### src/rtl/ttce_pkg.sv
// ttce_pkg: shared types, operation and status codes, and small helpers
// for the truth table cube engine. No dependencies.

package ttce_pkg;

   localparam int AXIS_W  = 6;   // width of axis masks and cell indexes
   localparam int COUNT_W = 3;   // width of an axis count
   localparam int TABLE_W = 64;  // width of the packed table word

   // operation codes carried by req_kind
   localparam logic [2:0] KIND_INIT   = 3'd0;
   localparam logic [2:0] KIND_WRITE  = 3'd1;
   localparam logic [2:0] KIND_READ   = 3'd2;
   localparam logic [2:0] KIND_EXTEND = 3'd3;
   localparam logic [2:0] KIND_SLICE  = 3'd4;
   localparam logic [2:0] KIND_FOLD   = 3'd5;

   // response status codes
   localparam logic [1:0] STATUS_OK     = 2'd0;
   localparam logic [1:0] STATUS_AXIS   = 2'd1;
   localparam logic [1:0] STATUS_SHRINK = 2'd2;

   typedef enum logic {
      ST_IDLE,
      ST_SWEEP
   } state_type;

   // sequencer commands into the index generator
   typedef struct packed {
      logic load;
      logic step;
   } sweep_ctrl_type;

   // index generator outputs
   typedef struct packed {
      logic [AXIS_W-1:0] addr;       // cell being visited (free | inner bits)
      logic [AXIS_W-1:0] k;          // packed result position
      logic              group_end;  // last inner cell of this result bit
      logic              last;       // last cell of the sweep
   } sweep_stat_type;

   // axes that exist for a table of n axes
   function automatic logic [AXIS_W-1:0] axis_range(input logic [COUNT_W-1:0] n);
      logic [AXIS_W:0] t;
      t = (7'd1 << n) - 7'd1;
      return t[AXIS_W-1:0];
   endfunction

   // next subset of sel in ascending packed order
   function automatic logic [AXIS_W-1:0] next_subset(input logic [AXIS_W-1:0] cur,
                                                     input logic [AXIS_W-1:0] sel);
      logic [AXIS_W-1:0] t;
      t = (cur | ~sel) + 6'd1;
      return t & sel;
   endfunction

   function automatic logic [COUNT_W-1:0] pop6(input logic [AXIS_W-1:0] v);
      logic [COUNT_W-1:0] c;
      c = '0;
      for (int j = 0; j < AXIS_W; j++) begin
         c = c + COUNT_W'(v[j]);
      end
      return c;
   endfunction

endpackage

### src/rtl/truth_table_cube_engine_top.sv
// truth_table_cube_engine_top: truth table store with cube write, cell read,
// extend, slice and fold. Depends on ttce_pkg and ttce_idxgen.
//
// Usage:
//  - Command channel: drive req_* and raise start; the word is taken at a
//    clock edge with start high and busy low. Every word gives one response.
//  - Response: rsp_* carry the result for exactly one cycle while rsp_strobe
//    is high. The receiver cannot stall; it must take the word in that cycle.
//  - Sweeps: cell read, error cases, unused kinds and extend to the same
//    count answer without a sweep; init, cube write and extend visit all
//    2^MAX_AXES cells, slice 2^(free axes) cells, fold 2^(active axes) cells.
//  - The table is one rotating shift register; one cell is rewritten or
//    read per cycle, which sets all the sweep lengths above. Only one word
//    is in work at a time; busy is high for the whole sweep.
//  - A new word may be accepted in the same cycle the previous strobe shows.
//  - Reset (synchronous) clears the table, sets zero axes and drops busy.

module truth_table_cube_engine_top
   import ttce_pkg::*;
#(
   parameter int MAX_AXES = 6
) (
   input  logic                 clock,
   input  logic                 reset,
   input  logic                 start,
   output logic                 busy,
   input  logic [2:0]           req_kind,
   input  logic [COUNT_W-1:0]   req_axis_count,
   input  logic [AXIS_W-1:0]    req_axis_mask,
   input  logic [AXIS_W-1:0]    req_axis_values,
   input  logic                 req_bit_value,
   output logic                 rsp_strobe,
   output logic                 rsp_cell_bit,
   output logic [TABLE_W-1:0]   rsp_table_bits,
   output logic [COUNT_W-1:0]   rsp_result_axes,
   output logic [1:0]           rsp_status
);

   localparam int CELLS  = 1 << MAX_AXES;
   localparam int ADDR_W = MAX_AXES;
   localparam int CNT_W  = MAX_AXES + 1;

   // control state
   state_type            state_ff, state_in;
   logic                 strobe_ff, strobe_in;
   logic [COUNT_W-1:0]   active_ff, active_in;
   logic [CELLS-1:0]     cell_ff, cell_in;     // the table, rotates during init, write and extend sweeps

   // operation held for the sweep
   logic [2:0]           kind_ff, kind_in;
   logic [AXIS_W-1:0]    mask_ff, mask_in;
   logic [AXIS_W-1:0]    vals_ff, vals_in;
   logic [AXIS_W-1:0]    fix_ff, fix_in;       // fixed address bits for slice
   logic                 bit_ff, bit_in;
   logic [COUNT_W-1:0]   nn_ff, nn_in;         // new axis count
   logic [COUNT_W-1:0]   old_n_ff, old_n_in;   // axis count at accept
   logic [AXIS_W-1:0]    free_sel_ff, free_sel_in;
   logic [AXIS_W-1:0]    inner_sel_ff, inner_sel_in;
   logic                 acc_ff, acc_in;
   logic [CELLS-1:0]     res_ff, res_in;       // slice / fold result

   // response fields
   logic                 rsp_cell_ff, rsp_cell_in;
   logic [COUNT_W-1:0]   rsp_axes_ff, rsp_axes_in;
   logic [1:0]           rsp_status_ff, rsp_status_in;
   logic                 sel_res_ff, sel_res_in;

   sweep_ctrl_type       ctrl;
   sweep_stat_type       stat;

   logic                 accept;
   logic [COUNT_W-1:0]   req_nn;
   logic [AXIS_W-1:0]    cur_range;
   logic [AXIS_W-1:0]    req_freem;
   logic                 mask_bad;
   logic [AXIS_W-1:0]    rd_full;
   logic [ADDR_W-1:0]    rd_idx;
   logic                 rd_bit;
   logic [CNT_W-1:0]     ext_full;
   logic [ADDR_W-1:0]    ext_pos;
   logic                 in_old;     // sweep cell lies inside the old size
   logic                 in_new;     // sweep cell lies inside the new size
   logic                 hit;        // sweep cell matches the written cube
   logic                 top_bit;
   logic                 acc_new;

   ttce_idxgen u_idxgen (
      .clock     (clock),
      .reset     (reset),
      .ctrl      (ctrl),
      .free_sel  (free_sel_ff),
      .inner_sel (inner_sel_ff),
      .stat      (stat)
   );

   assign accept    = start && !busy;
   assign busy      = (state_ff != ST_IDLE);
   assign req_nn    = (req_axis_count > COUNT_W'(MAX_AXES)) ? COUNT_W'(MAX_AXES)
                                                            : req_axis_count;
   assign cur_range = axis_range(active_ff);
   assign req_freem = cur_range & ~req_axis_mask;
   assign mask_bad  = (req_axis_mask & ~cur_range) != '0;

   // one cell read per cycle for slice and fold
   assign rd_full = stat.addr | fix_ff;
   assign rd_idx  = rd_full[ADDR_W-1:0];
   assign rd_bit  = cell_ff[rd_idx];

   // during extend, the new copy of cell i - 2^n sits at CELLS - 2^n
   assign ext_full = CNT_W'(CELLS) - (CNT_W'(1) << old_n_ff);
   assign ext_pos  = ext_full[ADDR_W-1:0];

   assign in_old  = (stat.addr & ~axis_range(old_n_ff)) == '0;
   assign in_new  = (stat.addr & ~axis_range(nn_ff)) == '0;
   assign hit     = in_old && (((stat.addr ^ vals_ff) & mask_ff) == '0);
   assign acc_new = bit_ff ? (acc_ff & rd_bit) : (acc_ff | rd_bit);

   always_comb begin
      case (kind_ff)
         KIND_INIT:   top_bit = bit_ff & in_new;
         KIND_WRITE:  top_bit = hit ? bit_ff : cell_ff[0];
         KIND_EXTEND: top_bit = in_old ? cell_ff[0] : (in_new & cell_ff[ext_pos]);
         default:     top_bit = cell_ff[0];
      endcase
   end

   // sequencer: next state, datapath loads and response set-up
   always_comb begin
      state_in      = state_ff;
      strobe_in     = 1'b0;
      active_in     = active_ff;
      cell_in       = cell_ff;
      kind_in       = kind_ff;
      mask_in       = mask_ff;
      vals_in       = vals_ff;
      fix_in        = fix_ff;
      bit_in        = bit_ff;
      nn_in         = nn_ff;
      old_n_in      = old_n_ff;
      free_sel_in   = free_sel_ff;
      inner_sel_in  = inner_sel_ff;
      acc_in        = acc_ff;
      res_in        = res_ff;
      rsp_cell_in   = rsp_cell_ff;
      rsp_axes_in   = rsp_axes_ff;
      rsp_status_in = rsp_status_ff;
      sel_res_in    = sel_res_ff;
      ctrl          = '0;

      case (state_ff)
         ST_IDLE: begin
            if (accept) begin
               kind_in       = req_kind;
               mask_in       = req_axis_mask;
               vals_in       = req_axis_values;
               bit_in        = req_bit_value;
               nn_in         = req_nn;
               old_n_in      = active_ff;
               fix_in        = '0;
               acc_in        = req_bit_value;
               res_in        = '0;
               free_sel_in   = AXIS_W'(CELLS - 1);
               inner_sel_in  = '0;
               rsp_cell_in   = 1'b0;
               rsp_axes_in   = active_ff;
               rsp_status_in = STATUS_OK;
               sel_res_in    = 1'b0;
               state_in      = ST_IDLE;
               case (req_kind)
                  KIND_INIT: begin
                     active_in   = req_nn;
                     rsp_axes_in = req_nn;
                     state_in    = ST_SWEEP;
                  end
                  KIND_WRITE: begin
                     if (mask_bad) begin
                        rsp_status_in = STATUS_AXIS;
                     end else begin
                        state_in = ST_SWEEP;
                     end
                  end
                  KIND_READ: begin
                     if ((req_axis_values & ~cur_range) != '0) begin
                        rsp_status_in = STATUS_AXIS;
                     end else begin
                        rsp_cell_in = cell_ff[req_axis_values[ADDR_W-1:0]];
                     end
                  end
                  KIND_EXTEND: begin
                     if (req_nn < active_ff) begin
                        rsp_status_in = STATUS_SHRINK;
                     end else if (req_nn != active_ff) begin
                        active_in   = req_nn;
                        rsp_axes_in = req_nn;
                        state_in    = ST_SWEEP;
                     end
                  end
                  KIND_SLICE, KIND_FOLD: begin
                     if (mask_bad) begin
                        rsp_status_in = STATUS_AXIS;
                     end else begin
                        free_sel_in = req_freem;
                        rsp_axes_in = pop6(req_freem);
                        sel_res_in  = 1'b1;
                        state_in    = ST_SWEEP;
                        if (req_kind == KIND_FOLD) begin
                           inner_sel_in = req_axis_mask;
                        end else begin
                           fix_in = req_axis_values & req_axis_mask;
                        end
                     end
                  end
                  default: ;
               endcase
               if (state_in == ST_SWEEP) begin
                  ctrl.load = 1'b1;
               end else begin
                  strobe_in = 1'b1;
               end
            end
         end
         ST_SWEEP: begin
            ctrl.step = 1'b1;
            case (kind_ff)
               KIND_SLICE: begin
                  res_in[stat.k[ADDR_W-1:0]] = rd_bit;
               end
               KIND_FOLD: begin
                  if (stat.group_end) begin
                     res_in[stat.k[ADDR_W-1:0]] = acc_new;
                     acc_in = bit_ff;
                  end else begin
                     acc_in = acc_new;
                  end
               end
               default: begin
                  cell_in = {top_bit, cell_ff[CELLS-1:1]};
               end
            endcase
            if (stat.last) begin
               state_in  = ST_IDLE;
               strobe_in = 1'b1;
            end
         end
         default: state_in = ST_IDLE;
      endcase
   end

   always_ff @(posedge clock) begin
      if (reset) begin
         state_ff  <= ST_IDLE;
         strobe_ff <= 1'b0;
         active_ff <= '0;
         cell_ff   <= '0;
      end else begin
         state_ff  <= state_in;
         strobe_ff <= strobe_in;
         active_ff <= active_in;
         cell_ff   <= cell_in;
      end
   end

   always_ff @(posedge clock) begin
      kind_ff       <= kind_in;
      mask_ff       <= mask_in;
      vals_ff       <= vals_in;
      fix_ff        <= fix_in;
      bit_ff        <= bit_in;
      nn_ff         <= nn_in;
      old_n_ff      <= old_n_in;
      free_sel_ff   <= free_sel_in;
      inner_sel_ff  <= inner_sel_in;
      acc_ff        <= acc_in;
      res_ff        <= res_in;
      rsp_cell_ff   <= rsp_cell_in;
      rsp_axes_ff   <= rsp_axes_in;
      rsp_status_ff <= rsp_status_in;
      sel_res_ff    <= sel_res_in;
   end

   assign rsp_strobe      = strobe_ff;
   assign rsp_cell_bit    = rsp_cell_ff;
   assign rsp_table_bits  = sel_res_ff ? TABLE_W'(res_ff) : TABLE_W'(cell_ff);
   assign rsp_result_axes = rsp_axes_ff;
   assign rsp_status      = rsp_status_ff;

`ifndef SYNTH
   // a response only shows once the sweep is over
   a_strobe_idle: assert property (@(posedge clock) disable iff (reset)
      rsp_strobe |-> (state_ff == ST_IDLE))
      else $error("response strobe during sweep");

   // every accepted word either sweeps or answers at once
   a_accept_progress: assert property (@(posedge clock) disable iff (reset)
      (start && !busy) |=> (busy || rsp_strobe))
      else $error("accepted word neither swept nor answered");

   // cells past the active size stay zero between operations
   a_cells_clean: assert property (@(posedge clock) disable iff (reset)
      (state_ff == ST_IDLE) |-> ((TABLE_W'(cell_ff) >> (7'd1 << active_ff)) == '0))
      else $error("cell set beyond active size");

   // a failed word reports no cell bit
   a_error_cell: assert property (@(posedge clock) disable iff (reset)
      (rsp_strobe && (rsp_status != STATUS_OK)) |-> !rsp_cell_bit)
      else $error("cell bit set on error response");
`endif

endmodule

### src/rtl/ttce_idxgen.sv
// ttce_idxgen: walks cell indexes for a sweep as two nested subset counters
// (outer over free axes, inner over folded axes). Depends on ttce_pkg.

module ttce_idxgen
   import ttce_pkg::*;
(
   input  logic                 clock,
   input  logic                 reset,
   input  sweep_ctrl_type       ctrl,
   input  logic [AXIS_W-1:0]    free_sel,
   input  logic [AXIS_W-1:0]    inner_sel,
   output sweep_stat_type       stat
);

   logic [AXIS_W-1:0] free_ff, free_in;
   logic [AXIS_W-1:0] dep_ff, dep_in;
   logic [AXIS_W-1:0] k_ff, k_in;
   logic              group_end;

   assign group_end      = (dep_ff == inner_sel);
   assign stat.addr      = free_ff | dep_ff;
   assign stat.k         = k_ff;
   assign stat.group_end = group_end;
   assign stat.last      = group_end && (free_ff == free_sel);

   always_comb begin
      free_in = free_ff;
      dep_in  = dep_ff;
      k_in    = k_ff;
      if (ctrl.load) begin
         free_in = '0;
         dep_in  = '0;
         k_in    = '0;
      end else if (ctrl.step) begin
         if (group_end) begin
            dep_in  = '0;
            free_in = next_subset(free_ff, free_sel);
            k_in    = k_ff + 6'd1;
         end else begin
            dep_in = next_subset(dep_ff, inner_sel);
         end
      end
   end

   always_ff @(posedge clock) begin
      if (reset) begin
         free_ff <= '0;
         dep_ff  <= '0;
         k_ff    <= '0;
      end else begin
         free_ff <= free_in;
         dep_ff  <= dep_in;
         k_ff    <= k_in;
      end
   end

endmodule
### config.mk
export PLATFORM = sky130hd
export DESIGN_NAME = truth_table_cube_engine_top
export DESIGN_NICKNAME = d
export VERILOG_FILES = /design/src/rtl/ttce_pkg.sv /design/src/rtl/truth_table_cube_engine_top.sv /design/src/rtl/ttce_idxgen.sv
export SDC_FILE = /design/constraint.sdc
export NUM_CORES = 1
export LEC_CHECK = 0
export ABC_CLOCK_PERIOD_IN_PS = 4250
export BUFFER_PORTS_ARGS = -buffer_cell sky130_fd_sc_hd__buf_4
export CAP_MARGIN = 30
export CORE_MARGIN = 2
export CORE_UTILIZATION = 45
export DETAILED_ROUTE_END_ITERATION = 10
export PLACE_DENSITY = 0.71
export SLEW_MARGIN = 20
export SYNTH_ARGS = -nofsm -noshare
export SYNTH_HDL_FRONTEND = slang
export SYNTH_SLANG_ARGS = --single-unit
### constraint.sdc
create_clock -name clock -period 4.25 [get_ports clock]
set_clock_uncertainty 0.2 [all_clocks]
set_input_delay 0 -clock clock [delete_from_list [all_inputs] [get_ports clock]]
set_output_delay 0 -clock clock [all_outputs]
set_load 0.02 [all_outputs]
==> run_results.csv <==
group,metric,value,unit
setup_path,critPathSlowestCell,"or3_1",
grt,grt_max_degree,87,
setup_path,cp-end-kind,"register",
synth,syn_avg_cell_area,9.14,µm²
drt,drc,0,
timing,hold_viol_final,0,
timing,fin_crit,3.81,ns
cells_and_area,finalNetCount,1422,
clocking,cts_tree,"yes",
clocking,htreeDepth,4,
timing,rsz0062_at_grt,"no",
timing,period_share,0.896,
power_and_ir_drop,cellLeakagePower,4.86,nW
setup_path,arrival,3.77,ns
drt,met1_length,15.9,mm
setup_path,cp_data_required_time,4.21,ns
timing,fin_setup_tns,0,ns
placement,portBuffers,93,
setup_path,worst-setup-path-type,"reg2reg",
die,die_y,169,µm
synth,yosys_warnings,0,
synth,synth_nets,1385,
clocking,cts-root-buf,"clkbuf_16",
synth,syn-cell-area,0.0122,mm²
power_and_ir_drop,ir_worst_vdd,0.207,mV
drt,highest_layer,"met4",
setup_path,cp_slowest_stage_delay,0.57,ns
clocking,clock_latency,0.45,ns
grt,antenna_found_initial,0,
cells_and_area,area_growth,14.1,%
drt,drt_iter0_drc,1419,
cells_and_area,antennaDiodeCount,0,
timing,setup_viol,0,
setup_path,path_max_fanout,64,
drt,wire_per_inst,21.9,µm
placement,dpl.hpwl,24.6,mm
placement,gp_congestion,0.939,
timing,slew_headroom,0.320,
die,core,0.0268,mm²
die,initial_core_util,0.456,
cells_and_area,mostFrequentLayoutCells,"255 x nand2_1, 112 x edfxtp_1, 111 x buf_4, 96 x a21oi_1, 95 x nor2_1",
drt,num_vias,10900,
cells_and_area,n_fill_cell,2392,
grt,grt_overflow_total,0,
drt,ant_nets,0,
grt,grt_pass1_vias,10300,
drt,met3_length,3.11,mm
timing,slew_viol_final,0,
run_status,status,"finished clean",
cells_and_area,final_common_cell,"nand2_1",
timing,fmax,263,MHz
run,maxCapViolCount,0,
cells_and_area,layout-drive-gt1-share,0.189,
clocking,path_clk_slew,0.08,ns
clocking,numClockSinks,199,
synth,async_reset_ff_frac,0,
grt,grt_usage,0.265,
synth,synth_seq_cells,199,
cells_and_area,fin_cells,1727,
synth,synth-edff-count,112,
placement,place_inst,1673,
clocking,cts_buffers,17,
drt,wl,37.9,mm
clocking,cts_buffer_depth,2,
grt,grt_pass1_wl,58.7,mm
synth,synth_flop_cell,"edfxtp_1",
die,die_area,0.0285,mm²
die,io_pins,94,
synth,seq_area_frac_synth,0.418,
drt,wl_met2,17.9,mm
synth,ys_types,63,
worst_hold_path,hold_path.class,"in2reg",
setup_path,startpoint_type,"register",
drt,first_pass_iters,8,
clocking,post_cts_buffers,0,
die,row_count,60,
power_and_ir_drop,p_per_area,313,mW/mm²
drt,via_per_inst,6.33,
timing,tightest_slew,1.02,ns
synth,syn_inst,1337,
die,die_x,169,µm
setup_path,crit_chain,"or3_1 -> buf_4 -> mux4_2 -> and3_1 -> a211oi_1 -> nand3_2 -> a32oi_4 -> buf_12 -> o311ai_0",
layout make-up:
class / count / area [µm²] / area share
Clock buffer: 21 / 450 / 0.0323
Tap cell: 341 / 427 / 0.0306
Timing Repair Buffer: 138 / 1110 / 0.0800
Inverter: 30 / 113 / 0.00808
Multi-Input combinational cell: 988 / 6610 / 0.474
Sequential cell: 199 / 5110 / 0.366
Clock inverter: 10 / 120 / 0.00862
cell usage after synthesis (3+ instances only):
| cell type | instances | area share |
|---|---|---|
| o21bai_1 | 5 | 0.0031 |
| xnor2_1 | 8 | 0.0057 |
| nand4_1 | 74 | 0.038 |
| mux2_2 | 62 | 0.057 |
| and3_1 | 16 | 0.0082 |
| o311ai_0 | 46 | 0.033 |
| or3_1 | 13 | 0.0067 |
| o2111ai_1 | 3 | 0.0022 |
| nor2b_1 | 9 | 0.0046 |
| mux4_2 | 37 | 0.068 |
| nand3_1 | 81 | 0.033 |
| ha_1 | 23 | 0.024 |
| nor2_1 | 97 | 0.030 |
| mux2i_1 | 9 | 0.0074 |
| o21a_1 | 3 | 0.0018 |
| o31ai_1 | 4 | 0.0025 |
| a21oi_1 | 96 | 0.039 |
| nand2_1 | 255 | 0.078 |
| inv_1 | 29 | 0.0089 |
| a22o_1 | 4 | 0.0029 |
| clkbuf_2 | 5 | 0.0020 |
| fa_1 | 3 | 0.0049 |
| nand3b_1 | 4 | 0.0025 |
| a211oi_1 | 9 | 0.0055 |
| o31a_1 | 3 | 0.0022 |
| o311ai_1 | 18 | 0.013 |
| edfxtp_1 | 112 | 0.28 |
| a31oi_1 | 4 | 0.0020 |
| nand2b_1 | 5 | 0.0026 |
| nor3b_1 | 11 | 0.0068 |
| dfxtp_1 | 87 | 0.14 |
| clkbuf_1 | 105 | 0.032 |
| o22ai_1 | 3 | 0.0015 |
| xor2_1 | 10 | 0.0072 |
| and3b_1 | 4 | 0.0029 |
| o21ai_0 | 19 | 0.0078 |
| nor3_1 | 17 | 0.0070 |
| buf_1 | 8 | 0.0025 |
| or2_2 | 3 | 0.0015 |
critical path, delay by kind of cell (launching register included):
kind	cells	cell delay [ns]
simple gates	3	1.14
flops	1	0.37
buf+inv	2	0.57
compound gates	3	0.81
mux	1	0.41
routing by layer:
layer  vias up  track usage
met5         -            0
met4         0       0.0768
met3        79       0.0426
met2       557        0.422
met1      5245        0.373
li1       5054            -
cell families (layout without fill, tap and decap cells):
kind of cell / Yosys count / after routing / synth area share
compound gates: 242 / 242 / 0.135
xor+xnor: 18 / 18 / 0.0129
fa+ha+maj: 26 / 26 / 0.0285
buf+inv: 150 / 199 / 0.0468
flops: 199 / 199 / 0.418
mux: 108 / 108 / 0.133
simple gates: 594 / 594 / 0.226
flip-flops by register name, indices dropped and copies added, names as in the netlist, 2 cells and up:
register,flops
rsp_status,2
kind_ff,3
old_n_ff,3
active_ff,3
inner_sel_ff,6
u_idxgen.k_ff,6
mask_ff,6
fix_ff,6
vals_ff,6
free_sel_ff,6
cell_ff,64
u_idxgen.free_ff,6
res_ff,64
nn_ff,3
rsp_result_axes,3
u_idxgen.dep_ff,6
stage by stage:
step / util / setup slack, ns / total power [mW] / instance area (µm²) / hold slack (ns)
global placement: 0.490 / 0.598 / 2.73 / 13100 / 0.0185
CTS: 0.520 / 0.502 / 4.36 / 13900 / 0.122
floorplan: - / 0.440 / 2.53 / 12200 / -0.101
finish: 0.520 / 0.443 / 4.36 / 13900 / 0.118
detailed placement: 0.490 / 0.517 / 2.73 / 13100 / 0.0224
global route: 0.520 / 0.246 / 4.48 / 13900 / 0.115
what timing repair did:
action | CTS | global route
resized for setup | 0 | 0
hold buffers | 22 | 0
endpoints found under the hold margin | 71 | 0
where the power goes:
group / leakage (nW) / internal (mW) / switching (mW)
sequential: 1.81 / 2.11 / 0.0589
combinational: 2.78 / 0.192 / 0.356
clock: 0.264 / 0.884 / 0.759
total: 4.86 / 3.19 / 1.17
path summary, 6_finish.rpt:
kind | startpoint | end | slack, ns | cells past startpoint
setup reg to reg | u_idxgen.free_ff[1]$_SDFFE_PP0P_ | res_ff[19]$_SDFFCE_PN0P_ | 0.44 | 9
hold / removal | req_bit_value | bit_ff$_DFFE_PP_ | 0.12 | 2
setup / recovery | u_idxgen.free_ff[1]$_SDFFE_PP0P_ | res_ff[19]$_SDFFCE_PN0P_ | 0.44 | 9
hold reg to reg | u_idxgen.free_ff[2]$_SDFFE_PP0P_ | u_idxgen.free_ff[2]$_SDFFE_PP0P_ | 0.30 | 2
Note: power is estimated with default switching activity, not from simulation.
